[config.mk]
export PLATFORM = sky130hd
export DESIGN_NAME = rpa_front_flat
export DESIGN_NICKNAME = d
export VERILOG_FILES = /design/src/design/rpa_pkg.sv /design/src/design/rpa_if.sv /design/src/design/rpa_front.sv /design/src/flat_wrapper.sv
export SDC_FILE = /design/constraint.sdc
export NUM_CORES = 1
export LEC_CHECK = 0
export BUFFER_PORTS_ARGS = -buffer_cell sky130_fd_sc_hd__buf_2
export CORE_MARGIN = 10
export CORE_UTILIZATION = 46
export DETAILED_ROUTE_END_ITERATION = 7
export GPL_TIMING_DRIVEN = 0
export PLACE_DENSITY_LB_ADDON = 0.08
export SETUP_SLACK_MARGIN = 0.2
export SLEW_MARGIN = 10
export SYNTH_ARGS = -nofsm -noshare
export SYNTH_HDL_FRONTEND = slang
export SYNTH_SLANG_ARGS = --single-unit
[constraint.sdc]
create_clock -name vclk -period 5.1
set_input_delay 0.765 -clock vclk [all_inputs]
set_output_delay 0.765 -clock vclk [all_outputs]
set_load 0.05 [all_outputs]
[src/design/rpa_pkg.sv]
// Shared types and codes for the reference-counted page allocator.
// No dependencies; every other file of the block but rpa_queue uses this package.
package rpa_pkg;

	// Requested operation, as carried by the request channel.
	typedef enum logic [1:0] {
		ACT_ALLOC  = 2'd0,
		ACT_FREE   = 2'd1,
		ACT_ADDREF = 2'd2,
		ACT_INIT   = 2'd3
	} action_t;

	// Completion code returned with every result item.
	typedef enum logic [2:0] {
		RS_DONE     = 3'd0,
		RS_HELD     = 3'd1,
		RS_OOM      = 3'd2,
		RS_BADADDR  = 3'd3,
		RS_DOUBLE   = 3'd4,
		RS_OVERFLOW = 3'd5
	} status_t;

	// Configuration register indexes.
	localparam int CFG_IDX_W = 4;
	localparam logic [CFG_IDX_W-1:0] REG_POOL_BASE  = 4'd0;
	localparam logic [CFG_IDX_W-1:0] REG_POOL_PAGES = 4'd1;

	localparam int ADDR_W  = 32;
	localparam int PAGES_W = 16;
	localparam int AFTER_W = 16;

	// Classified command handed from the front end to the back end.
	typedef struct packed {
		action_t action;
		logic    bad;
	} cmd_t;

endpackage

[src/design/rpa_if.sv]
// Handshake channels of the page allocator: request, result and configuration write.
// Depends on rpa_pkg for field widths.
interface rpa_req_if;
	logic                      valid;
	logic                      ready;
	logic [1:0]                action;
	logic [rpa_pkg::ADDR_W-1:0] page_addr;

	modport source (output valid, action, page_addr, input ready);
	modport sink   (input valid, action, page_addr, output ready);
endinterface


[src/design/rpa_front.sv]
// Front end of the page allocator: accepts request items and checks the page address.
// Depends on rpa_pkg and the request channel interface.
module rpa_front #(
	parameter int NUM_PAGES  = 32768,
	parameter int PAGE_SHIFT = 12
) (
	rpa_req_if.sink                          req,
	input  logic [rpa_pkg::ADDR_W-1:0]       base_al,
	input  logic [$clog2(NUM_PAGES+1)-1:0]   active,
	input  logic                             q_ready,
	output logic                             q_push,
	output rpa_pkg::cmd_t                    cmd,
	output logic [$clog2(NUM_PAGES)-1:0]     idx
);
	import rpa_pkg::*;

	localparam int IW  = $clog2(NUM_PAGES);
	localparam int FCW = $clog2(NUM_PAGES + 1);
	localparam int PW  = ADDR_W - PAGE_SHIFT;
	localparam int XW  = (PW > FCW) ? PW : FCW;

	logic [ADDR_W-1:0] diff;
	logic [XW-1:0]     page_x;
	logic              misaligned;

	assign req.ready = q_ready;
	assign q_push    = req.valid && q_ready;

	// The page index is the offset from the aligned base in whole pages.
	assign diff       = req.page_addr - base_al;
	assign page_x     = XW'(diff[ADDR_W-1:PAGE_SHIFT]);
	assign misaligned = (req.page_addr[PAGE_SHIFT-1:0] != '0);

	always_comb begin
		cmd.action = action_t'(req.action);
		cmd.bad    = misaligned || (req.page_addr < base_al) || (page_x >= XW'(active));
		idx        = page_x[IW-1:0];
	end
endmodule

[src/flat_wrapper.sv]
// flat-port wrapper written by rule: the top's interface ports become plain ports
module rpa_front_flat import rpa_pkg::*;
#(
	parameter int NUM_PAGES  = 32768,
	parameter int PAGE_SHIFT = 12
)
  (base_al, active, q_ready, q_push, cmd, idx, req_valid, req_action, req_page_addr, req_ready);
  rpa_req_if req_i ();
  input  logic [rpa_pkg::ADDR_W-1:0] base_al;
  input  logic [$clog2(NUM_PAGES+1)-1:0] active;
  input  logic q_ready;
  output logic q_push;
  output rpa_pkg::cmd_t cmd;
  output logic [$clog2(NUM_PAGES)-1:0] idx;
  input wire logic [$bits(req_i.valid)-1:0] req_valid;
  input wire logic [$bits(req_i.action)-1:0] req_action;
  input wire logic [$bits(req_i.page_addr)-1:0] req_page_addr;
  output wire logic [$bits(req_i.ready)-1:0] req_ready;
  assign req_i.valid = req_valid;
  assign req_i.action = req_action;
  assign req_i.page_addr = req_page_addr;
  assign req_ready = req_i.ready;
  rpa_front #(.NUM_PAGES(NUM_PAGES), .PAGE_SHIFT(PAGE_SHIFT)) u_core (.req(req_i), .base_al(base_al), .active(active), .q_ready(q_ready), .q_push(q_push), .cmd(cmd), .idx(idx));
endmodule
# Word-level counts from Yosys, hierarchy flattened
# Index checks and enable logic that the tools add are counted.
[totals]
ff_bits = 0
latchBits = 0
mem_bits_rw = 0
rom_bits = 0
input_bits = 84
output_inout_bits = 20
elab_cells = 7
mem_count = 0
[op_classes]
addsub = 1
multipliers = 0
n_div = 0
magnitude_cmp = 2
n_eq_ne = 0
shift = 0
mux = 0
n_bitwise = 0
reduce_logical = 4
[ops]
columns = ["op", "count"]
rows = [
  ["32-bit less-than comparator", 1],
  ["32-bit subtractor", 1],
  ["20-bit by 16-bit greater-or-equal comparator with 1-bit output", 1],
  ["12-bit nonzero test", 1],
  ["1-bit logical OR", 2],
  ["1-bit logical AND", 1],
]

# Longest topological paths before layout
[logic_depth]
ltp_word = 3
mapped_depth = 19
depth_no_buf = 19

# Worst setup path before layout
# Ideal clock, no wire load.
[synth_timing]
path_type = "input to output"
startpoint = "input port base_al[7] in the netlist's numbering"
endpoint = "output port cmd[0] in the netlist's numbering"
arrival_time_ps = 4613
t_required_ps = 4335
slack_ps = -278
path_stages = 16
n_path_buf = 0
path_cell_list = "inv_1 -> ha_1 -> a21o_1 -> a221oi_2 -> o21ai_0 -> a21o_1 -> xor2_1 -> inv_1 -> ha_1 -> nand2b_1 -> a2111oi_0 -> a2111oi_0 -> a2111oi_0 -> o21ai_0 -> o2111ai_1 -> o2111ai_1"
[synth_lines]
columns = ["item", "line_no", "text"]
rows = [
  ["start: declaration", "flat_wrapper.sv:9", "input logic [rpa_pkg::ADDR_W-1:0] base_al;"],
  ["end: declaration", "flat_wrapper.sv:13", "output rpa_pkg::cmd_t cmd;"],
]

==> results.md <==
* Status: complete, no violations
* Synth-to-Final Area Change at 60.1%
* Chip Width at ~80 µm
* RD Place Congestion at between 0.8 and 0.9
* Drt wl/cell at roughly 14 µm
* Pin count of the biggest net entering global routing at 7
* # diodes at 0
* Final Net Count at approximately 480
* DRT Pass-1 Iters at 4
* Fillers at about 280
* Final period utilization at a little over nine tenths
* Placed Cells at 380
* Min-delay src: req_action[0]
* Global-route wire length before repair at 8.27 mm
* Ratio of total power to cell area at around 170 mW/mm²
* Logic pwr share at 100.0%
* Net Sw Power at 0.000270 W
* Post-DP HPWL at 4.56 mm
* Slew headroom at 76.6%
* Final WL at roughly 5.4 mm
* Post-Synthesis Cells at 232
* Site row count at 21
* Max-Cap Viols at 0
* Setup violations, final at 0
* Crit Path Max Fanout at 3
* Critical Path End Type: output port
* Fin. Hold Viols at 0
* Clock share of power at 0%
* Int Pwr at between 0.00015 and 0.0002 W
* Worst VDD drop at about 150 µV
* Switching fraction of total power at about three fifths
* Antenna viol nets, final at 0
* Vias in the first global route at 2005
* Non-Filler Instances at 390
* Fin. max-slew vios at 0
* Top cells by area, synth: ha_1, inv_1, a21o_1, xnor2_1, nor2_1
* Layout cells sized above 1 at 49.4%
* Syn avg cell area at just over 7 µm²
* Clock buffer cells at 0
* Total track usage at 14.9%
* Multi-input gate area at ~0.0018 mm²
* CORE AREA at 0.00342 mm²
* YS warnings at 0
* Routed vias/inst at just over 5
* Slowest-stage cell, CP: a2111oi_4
* Hold WC Path Type: input port to output port
* Syn Nets at 363
* Mapped Area at 0.00166 mm²
* Cell-by-cell trace of the critical path: buf_6, inv_4, ha_4, a21o_1, a221oi_2, o21ai_1, a31oi_2, a21boi_2, nor2_2, nor2b_2, o21a_2, buf_4, nor2_4, ha_1, a21oi_1, nor2_2, a2111oi_4, o21ai_1, o2111ai_2, o2111ai_4, buf_6
* Post-synthesis cell type count at slightly above 40
* Post-synth top cells: inv_1, ha_1, nor2_1, a21oi_1
* Initial antenna violation count at 0
* Post-Place Worst Slack at -348 ps
* Die height at 80.0 µm
* Setup WS post-layout at between 200 and 250 ps
* Fmax at between 200 and 250 MHz
* CP Data Required Time at between 4000 and 5000 ps
* Port Buffer Count at just over 100
* DRC Markers at 0
* Sequential share of power at 0%
* Startpoint Class: input port
* Top cell type's share of synthesized area at between 30 and 40%
* DIE AREA at roughly 0.0064 mm²
* Crit path time final at ~4900 ps
* Cell taking the most area after synthesis: ha_1
* Gr ovfl total at 0
* Worst slew pin tran at 348 ps
* Hold Crit Depth at 2
* Sequential cells at 0
* FF+latch area at 0 µm²
* Count leader, synth: inv_1
* Starting DRT DRC Count at 27
* Crit path max-delay family: compound AO/OA/AOI/OAI gates
* Critical Path Max Stage Delay at 310 ps
* Worst Path Arrival at between 4000 and 5000 ps
* Part of the Yosys area used for sequential elements at 0%
* Leakage power total at around 1.5 nW
* Hold worst-path end: cmd[1]
* Starting Density at between 40% and 50%
* CP Class: input port to output port
* IO Count at 104
* Bufs and invs on worst path at 4
* RSZ-0062 raised after global routing: yes
* Via count at between 1500 and 2000
layout make-up:
| type | instances | share of cell area [%] |
|---|---|---|
| Tap cell | 46 | 2.17 |
| Inverter | 50 | 7.17 |
| Buffer | 3 | 0.849 |
| Timing Repair Buffer | 112 | 23.1 |
| Multi-Input combinational cell | 179 | 66.7 |
power by group through the flow:
stage	Combinational (W)	Sequential, W	Clock, W
2_1_floorplan	0.000287	0	0
6_report	0.000452	0	0
3_3_place_gp	0.000375	0	0
5_1_grt	0.000490	0	0
3_5_place_dp	0.000381	0	0
4_1_cts	0.000431	0	0
metal layers:
metal	vias to the layer above	global-route usage [%]	share of wire (%)
li1	1043	-	-
met1	875	16.6	41
met2	64	27.8	49
met3	0	4.95	9.9
met4	0	0.352	0
met5	-	0	0
worst max-delay path by stage:
stage | startpoint | endpoint | slack (ps) | cells after the start
final | base_al[7] | cmd[0] | 240 | 21
after detailed placement | req_page_addr[10] | cmd[0] | -350 | 18
after floorplan | base_al[7] | cmd[0] | 200 | 17
after CTS | req_page_addr[9] | cmd[0] | 200 | 20
after global routing | req_page_addr[8] | cmd[0] | 100 | 20
after global placement | req_page_addr[7] | cmd[0] | -350 | 18
stage by stage:
step	hold WS (ps)	TNS [ps]	cell area, µm²	total power, W	util [%]
6_report	1830	0	2650	0.000452	77.7
5_1_grt	1840	0	2650	0.000490	77.7
4_1_cts	1840	0	2550	0.000431	74.6
3_5_place_dp	1840	-348	2340	0.000381	68.5
3_3_place_gp	1830	-355	2340	0.000375	68.5
2_1_floorplan	1700	0	1770	0.000287	-
cell usage in the layout, fill, tap and decap left out, types with 3 or more instances in the layout:
master,count
a2111oi_4,3
a211oi_1,3
a21o_1,11
a21oi_1,10
a21oi_2,4
buf_2,96
buf_4,16
buf_6,3
ha_1,38
ha_2,4
ha_4,5
inv_1,46
inv_2,3
nand2_1,10
nand4_1,4
nor2_1,14
nor2b_1,3
nor3_1,4
o21ai_0,4
o21ai_1,6
xnor2_2,5
timing repair:
action | in CTS | in global routing
setup endpoints to repair | 1 | 1
resized for setup | 36 | 17
gates cloned | 0 | 0
pin swaps | 14 | 28
buffers inserted | 4 | 6
hold buffers | 0 | 0
hold endpoints to repair | 0 | 0
logic make-up (layout without fill, tap and decap cells):
logic type / count (synthesis) / count (layout) / share of synthesized area, %
AO/OA/AOI/OAI: 65 / 65 / 28.1
XOR/XNOR: 13 / 13 / 6.87
adder cells (fa/ha/maj): 47 / 47 / 35.5
buffers and inverters: 53 / 165 / 12.7
multiplexers: 1 / 1 / 0.680
AND/OR/NAND/NOR: 53 / 53 / 16.2
No activity file was read; power rests on OpenSTA's default activity.
