==> src/design/rpa_queue.sv <==
// Short FIFO that decouples the allocator front end from its back end.
// Depends on nothing but its parameters.
module rpa_queue #(
	parameter int W     = 8,
	parameter int DEPTH = 2
) (
	input  logic         clk,
	input  logic         arst_n,
	input  logic         push,
	input  logic [W-1:0] push_data,
	output logic         push_ready,
	output logic         pop_valid,
	output logic [W-1:0] pop_data,
	input  logic         pop
);
	localparam int PW = (DEPTH > 1) ? $clog2(DEPTH) : 1;
	localparam int CW = $clog2(DEPTH + 1);

	logic [W-1:0]  slot_q [DEPTH];
	logic [PW-1:0] wr_ptr_q, rd_ptr_q;
	logic [CW-1:0] count_q;

	assign push_ready = (count_q != CW'(DEPTH));
	assign pop_valid  = (count_q != '0);
	assign pop_data   = slot_q[rd_ptr_q];

	always_ff @(posedge clk) begin
		if (push) begin
			slot_q[wr_ptr_q] <= push_data;
		end
	end

	always_ff @(posedge clk or negedge arst_n) begin
		if (!arst_n) begin
			wr_ptr_q <= '0;
			rd_ptr_q <= '0;
			count_q  <= '0;
		end else begin
			if (push) begin
				wr_ptr_q <= (wr_ptr_q == PW'(DEPTH - 1)) ? '0 : wr_ptr_q + 1'b1;
			end
			if (pop) begin
				rd_ptr_q <= (rd_ptr_q == PW'(DEPTH - 1)) ? '0 : rd_ptr_q + 1'b1;
			end
			if (push && !pop) begin
				count_q <= count_q + 1'b1;
			end else if (pop && !push) begin
				count_q <= count_q - 1'b1;
			end
		end
	end
endmodule

==> config.mk <==
export PLATFORM = sky130hd
export DESIGN_NAME = rpa_queue
export DESIGN_NICKNAME = d
export VERILOG_FILES = /design/src/design/rpa_queue.sv
export SDC_FILE = /design/constraint.sdc
export NUM_CORES = 1
export LEC_CHECK = 0
export ABC_AREA = 1
export BUFFER_PORTS_ARGS = -buffer_cell sky130_fd_sc_hd__buf_4
export CORE_ASPECT_RATIO = 1.75
export CORE_UTILIZATION = 30
export CTS_CLUSTER_SIZE = 25
export DETAILED_ROUTE_END_ITERATION = 12
export GPL_TIMING_DRIVEN = 1
export SLEW_MARGIN = 20
export SYNTH_ARGS = -nofsm -noshare
export SYNTH_HDL_FRONTEND = slang
export SYNTH_SLANG_ARGS = --single-unit
==> constraint.sdc <==
create_clock -name clk -period 3.1 [get_ports clk]
set_input_delay 0 -clock clk [delete_from_list [all_inputs] [get_ports clk]]
set_output_delay 0 -clock clk [all_outputs]
set_load 0.005 [all_outputs]
# == Word-level counts from Yosys, hierarchy flattened ==
# Memory sizes are Yosys's and may differ from the RTL's.
# Index checks and enable logic that the tools add are counted.
# Widths: inputs -> output; s select.
# totals
output_inout_bits,10
mem_bits_rw,16
register_bits,4
mem_count,1
# op_classes
n_mux,6
reduce_logical,6
eq_ne,1
n_addsub,4
# memory_table
memory,words,width,read_ports,rd_ports_with_merged_regs,write_ports,line,text
slot_q,2,8,1,0,1,19,logic [W-1:0] slot_q [DEPTH];
# ops
op,n
$mux 1,4
$mux 2,2
$reduce_bool 2->1,2
$add 1x1->1 const B,2
$add 2x1->2 const B,1
$logic_and 1x1->1,2
$logic_not 1->1,2
$ne 2x2->1 const B,1
$sub 2x1->2 const B,1

# == Depth between registers and ports, before layout ==
# Gate-level depths: netlist of the first run.
# depth
word_depth,4
depth_mapped,7
depth_no_buf,7

# == Worst setup path before layout of the first run ==
# Ideal clock, no wire load.
# synth_path
kind,reg-to-reg
from,register wr_ptr_q
to,memory slot_q[0][0] (enable)
arrival_time_ns,0.774
setup_ns,0.370
setup_slack_ns,1.956
synth_period_minus_slack_ns,1.144
stages_incl_launch_ff,2
cell_sequence,dfrtp_1 nor2_1
# synth_lines
item,line,text
start: declaration,20,"logic [PW-1:0] wr_ptr_q, rd_ptr_q;"
start signal: assignment,40,wr_ptr_q <= (wr_ptr_q == PW'(DEPTH - 1)) ? '0 : wr_ptr_q + 1'b1;
end: declaration,19,
# Straight into the memory's write port.

# == Final worst setup path of the first run ==
# layout_path
from,register rd_ptr_q
to,output pop_data[6]
# layout_via
elab_chain_cells,1
# layout_lines
item,line,text
start: declaration,20,
start signal: assignment,43,rd_ptr_q <= (rd_ptr_q == PW'(DEPTH - 1)) ? '0 : rd_ptr_q + 1'b1;
$mem_v2 2x8,n/a,
end: declaration,13,"output logic [W-1:0] pop_data,"
# Every way passes these cells.

==> results of run 1 <==
==> cells in the final DEF (no fill, tap or decap), drive strengths merged <==
cell type,count
dfrtp,4
mux2,8
edfxtp,16
dlygate4sd3,11
ha,1
clkinv,1
nand4,1
nor2,1
inv,7
xnor2,1
nand3,1
nand2,7
xor2,2
buf,21
clkbuf,3
==> critical path: cells and delay by family, from the launching register on <==
kind     cells  cell delay, ns
buf+inv      1            0.13
flops        1            0.67
mux          1            0.34
==> what timing repair did <==
| action | CTS | global route |
|---|---|---|
| hold endpoints to repair | 22 | 0 |
| hold buffers | 11 | 0 |
| setup buffers | 0 | 0 |
==> per-stage QoR <==
stage               worst slack [ns]  cells  hold WS [ns]  utilization  power (uW)
finish                          1.70    111        0.0695        0.451         870
CTS                             1.68    111        0.0645        0.451         879
global route                    1.62    111        0.0787        0.451         927
global placement                1.83     96        -0.200        0.391         688
floorplan                       1.96     50        -0.296            -         585
detailed placement              1.76     96        -0.201        0.391         701
==> per-layer routing <==
layer | part of all wire | global-route usage
met3 | 0.045 | 0.0204
met4 | 0.023 | 0.0645
met5 | 0 | 0
met1 | 0.33 | 0.0920
met2 | 0.60 | 0.220
==> path summary, 6_finish.rpt <==
check	slack [ns]	start	end	cells past startpoint
worst min-delay path	0.07	arst_n	count_q[0]$_DFFE_PN0P_	2
worst max register to register	1.78	wr_ptr_q$_DFFE_PN0P_	slot_q[0][7]$_DFFE_PP_	1
worst max-delay path	1.70	rd_ptr_q$_DFFE_PN0P_	pop_data[6]	2
worst min register to register	0.50	wr_ptr_q$_DFFE_PN0P_	wr_ptr_q$_DFFE_PN0P_	1
max in group asynchronous	2.92	arst_n	count_q[1]$_DFFE_PN0P_	2
min in group clk	0.47	push_data[3]	slot_q[1][3]$_DFFE_PP_	2
==> cell families after synthesis <==
family / after synthesis / synth area share
fa+ha+maj: 1 / 0.0153
xor+xnor: 3 / 0.0321
flops: 20 / 0.709
mux: 8 / 0.147
buf+inv: 8 / 0.0459
simple gates: 10 / 0.0505
==> power by group <==
part           switching [uW]  leakage (uW)  internal [uW]
combinational            96.3      0.000290            182
clock                    79.3     0.0000231           88.0
sequential               59.0      0.000197            365
total                     235      0.000510            635
==> final cells by class <==
| cell class | count | area (um2) | share of cell area |
|---|---|---|---|
| sequential | 20 | 581 | 0.504 |
| timing repair buffer | 32 | 268 | 0.232 |
| multi-input combinational | 22 | 200 | 0.174 |
| clock buffer | 3 | 41.3 | 0.0358 |
| tap | 26 | 32.5 | 0.0282 |
| inverter | 7 | 26.3 | 0.0228 |
| clock inverter | 1 | 3.75 | 0.00326 |
==> flip-flops by register name, summed over array words and instances, names as in the netlist <==
| name | cells |
|---|---|
| count_q | 2 |
| rd_ptr_q | 1 |
| slot_q | 16 |
| wr_ptr_q | 1 |
==> impl_metrics.ini, run 1 <==
[placed_design]
port_buffers = 21
place_area_um2 = 997
dp_hpwl_um = 1000
place.gp.congestion = 0.618

[clocking]
cts_tree = yes
cts_made_buffers = 3
cts.sinks = 20
clockBufferDepth = 2
cts_root_buffer = clkbuf_8
clk_pin_slew_ns = 0.07
clock_latency_ns = 0.26
htreeDepth = 1
cts_resized = 0

[route]
route.detailed.drc = 0
detail_route.wl_per_cell_um = 12.5
routed_wl_um = 1390
vias = 498
ant_nets = 0
firstDrtPassIters = 2
drt-initial-drc-count = 17
via_per_inst = 4.49

[yosys]
ys_top_cells_by_area = edfxtp_1, mux2_4, dfrtp_1
synth-seq-cells = 20
syn_area_um2 = 818
synthCells = 50
ys.flop_type = edfxtp_1
yosysMostFrequentCell = edfxtp_1
yosysUniqueCellTypes = 12
synth_top_area_frac = 0.587
synth.avg_cell_area_um2 = 16.4
async_flop_share = 0.200
yosys.area.top_type = edfxtp_1
yosys_warnings = 0
synth_edf_count = 16
seq_area_frac_synth = 0.709
synth_commonest_cells = edfxtp_1, mux2_4, inv_1, nand2_1, dfrtp_1
synth_nets = 63

[global_route]
track_usage = 0.109
grt_max_degree = 12
grt_pass1_vias = 586
antenna_found_initial = 0
grt_pass1_wl_um = 2420
gr-total-overflow = 0

[timing]
slew_viol_final = 0
fmax_mhz = 712
finalHoldViolations = 0
rsz0062_at_grt = no
period_share = 0.453
setup_violations = 0
relSlewSlack = 0.545
worst_pin_slew_ns = 0.680
finClkSkew_ns = 0.00735
min_period_ns = 1.40
tns_ns = 0

[critical_path]
cp_slowest_cell = dfrtp_1
critPathMaxStageDelay_ns = 0.67
cp-start-kind = flip-flop
crit_path_max_fanout = 9
cp-end-kind = output port
crit_type = reg -> out
crit_chain = mux2_4 -> buf_4
arrival_ns = 1.40
cp.required_ns = 3.10

[floorplanning]
io_pins = 22
start_util = 0.321
die_h_um = 71.1
die_w_um = 41.5
fp.dieArea_mm2 = 0.00295
core_region_area_mm2 = 0.00255
rows = 24

[hold_path]
hold_path.class = in -> async

[flow_run]
drv_cap = 0

[run_status]
status = complete, no violations

[power]
ir_worst_vdd_v = 0.000459
p_leak_uw = 0.000510
power_density_mw_per_mm2 = 755

[final_layout]
syn_to_final_growth_pct = 40.8
fin_area_mm2 = 0.00115
fillers = 228
drive_above_1_share = 0.376
fin_nets = 99
antennaDiodeCount = 0
(Power assumes the default switching activity.)
==> run 2: changes to the inputs <==
- clock period: 3.1 -> 1.4 ns (I/O delays scaled with it)
==> run 2 against run 1 <==
Cell area up 0.43%. Register-to-register slack lost 1.4 ns. First-iteration DRC count up 53%. Flip-flop and latch count did not move. Sequential share of layout area is 0.11 points lower. Critical path depth unchanged. Via count is 4.6% lower. Sequential power increased by 120%. Clock skew is 0.0059 ns lower. Worst setup slack worse by 1.6 ns. Count of clock-buffer cells in the layout did not move.
==> impl_metrics.ini, run 2 (same netlist as run 1, synthesis figures left out) <==
[floorplanning]
start_util = 0.321
fp.dieArea_mm2 = 0.00295
die_w_um = 41.5
rows = 24
core_region_area_mm2 = 0.00255
io_pins = 22
die_h_um = 71.1

[critical_path]
cp_slowest_cell = dfrtp_2
cp-start-kind = flip-flop
cp-end-kind = output port
crit_chain = mux2_4 -> buf_4
reg2reg_depth = 2
critPathMaxStageDelay_ns = 0.55
reg2reg_from = wr_ptr_q$_DFFE_PN0P_
arrival_ns = 1.26
r2r-end = slot_q[1][0]$_DFFE_PP_
crit_path_max_fanout = 9
cp.required_ns = 1.40
path_buf_inv = 1
crit_type = reg -> out
crit_family = flip-flops
r2r_slack_ns = 0.38

[final_layout]
final_cell_mix = buf_4, edfxtp_1, dlygate4sd3_1
largest_register = slot_q
final_util = 0.453
largest_reg_flops = 16
final_common_cell = buf_4
fillers = 226
syn_to_final_growth_pct = 41.4
drive_above_1_share = 0.400
antennaDiodeCount = 0
fin_nets = 100
top_regs = slot_q: 16 flops, count_q: 2 flops

[timing]
rsz0062_at_grt = no
fmax_mhz = 793
whs_ns = 0.0858
finalHoldViolations = 0
finClkSkew_ns = 0.00142
tns_ns = 0
slew_viol_final = 0
min_period_ns = 1.26
relSlewSlack = 0.782
setup_violations = 0
worst_pin_slew_ns = 0.326
period_share = 0.901

[clocking]
clockBufferDepth = 2
clock_latency_ns = 0.24
htreeDepth = 1
cts.sinks = 20
cts_tree = yes
clk_pin_slew_ns = 0.06
post_cts_buffers = 0
cts_made_buffers = 3
cts_root_buffer = clkbuf_8

[run_status]
status = complete, no violations

[hold_path]
hold_path.class = in -> async

[global_route]
track_usage = 0.102
grt_pass1_wl_um = 2280
antenna_found_initial = 0
grt_pass1_vias = 563
gr-total-overflow = 0
grt_max_degree = 11

[route]
routed_wl_um = 1340
via_per_inst = 4.28
drt-initial-drc-count = 26
firstDrtPassIters = 4
detail_route.wl_per_cell_um = 12.1
route.detailed.drc = 0
ant_nets = 0
vias = 475

[placed_design]
port_buffers = 21
place.gp.congestion = 0.616
dp_hpwl_um = 914

[power]
power_density_mw_per_mm2 = 1650
ir_worst_vdd_v = 0.000952
p_leak_uw = 0.000513

[flow_run]
drv_cap = 0
run 2: cell count changes in the layout (fill, tap and decap cells not counted), sizes merged:
cell and delta:
buf +1, clkinv -1
run 2: what timing repair did:
| item | in CTS | in global routing |
|---|---|---|
| endpoints found under the setup margin | 8 | 0 |
| hold buffers | 11 | 0 |
| gates resized for setup | 1 | 0 |
| endpoints found under the hold margin | 22 | 0 |
run 2: worst reg2reg max path, delay by kind of cell (launching register included):
family | cells | cell delay [ns]
AND/OR/NAND/NOR | 1 | 0.06
buffers and inverters | 1 | 0.25
flip-flops | 1 | 0.38
run 2: worst max path at each step:
stage                               startpoint                     end  slack (ns)  cells after the start
final                     rd_ptr_q$_DFFE_PN0P_             pop_data[4]        0.14                      2
after global routing      rd_ptr_q$_DFFE_PN0P_             pop_data[3]        0.09                      2
after CTS                 rd_ptr_q$_DFFE_PN0P_             pop_data[4]        0.13                      2
after detailed placement  rd_ptr_q$_DFFE_PN0P_             pop_data[4]        0.25                      2
after global placement    rd_ptr_q$_DFFE_PN0P_             pop_data[2]        0.28                      2
after floorplan           wr_ptr_q$_DFFE_PN0P_  slot_q[0][0]$_DFFE_PP_        0.26                      1
run 2: through the flow:
stage	cells	total power (uW)	worst slack (ns)	area [um2]
floorplan	50	1300	0.256	818
global placement	97	1540	0.283	1000
detailed placement	97	1560	0.252	1000
CTS	111	1940	0.130	1160
global route	111	2030	0.0937	1160
finish	111	1910	0.139	1160
run 2: area by class of cell:
class | instances | area (um2) | area share
Sequential cell | 20 | 582 | 0.503
Timing Repair Buffer | 33 | 275 | 0.238
Multi-Input combinational cell | 22 | 200 | 0.173
Clock buffer | 3 | 41.3 | 0.0357
Tap cell | 26 | 32.5 | 0.0281
Inverter | 7 | 26.3 | 0.0227
run 2: metal layers:
metal  vias to the layer above  part of all wire  wire, um  track usage
met3                         2             0.043        58       0.0102
met4                         0            0.0097        13       0.0538
met5                         -                 0         0            0
met1                       216              0.37       502        0.101
met2                        15              0.57       766        0.198
li1                        242                 -         -            -
run 2: where the power goes:
part / total (uW) / leakage (uW) / switching (uW) / internal [uW]
logic: 624 / 0.000295 / 213 / 411
registers: 941 / 0.000196 / 130 / 811
clock network: 348 / 0.0000216 / 157 / 191
total: 1910 / 0.000513 / 500 / 1410
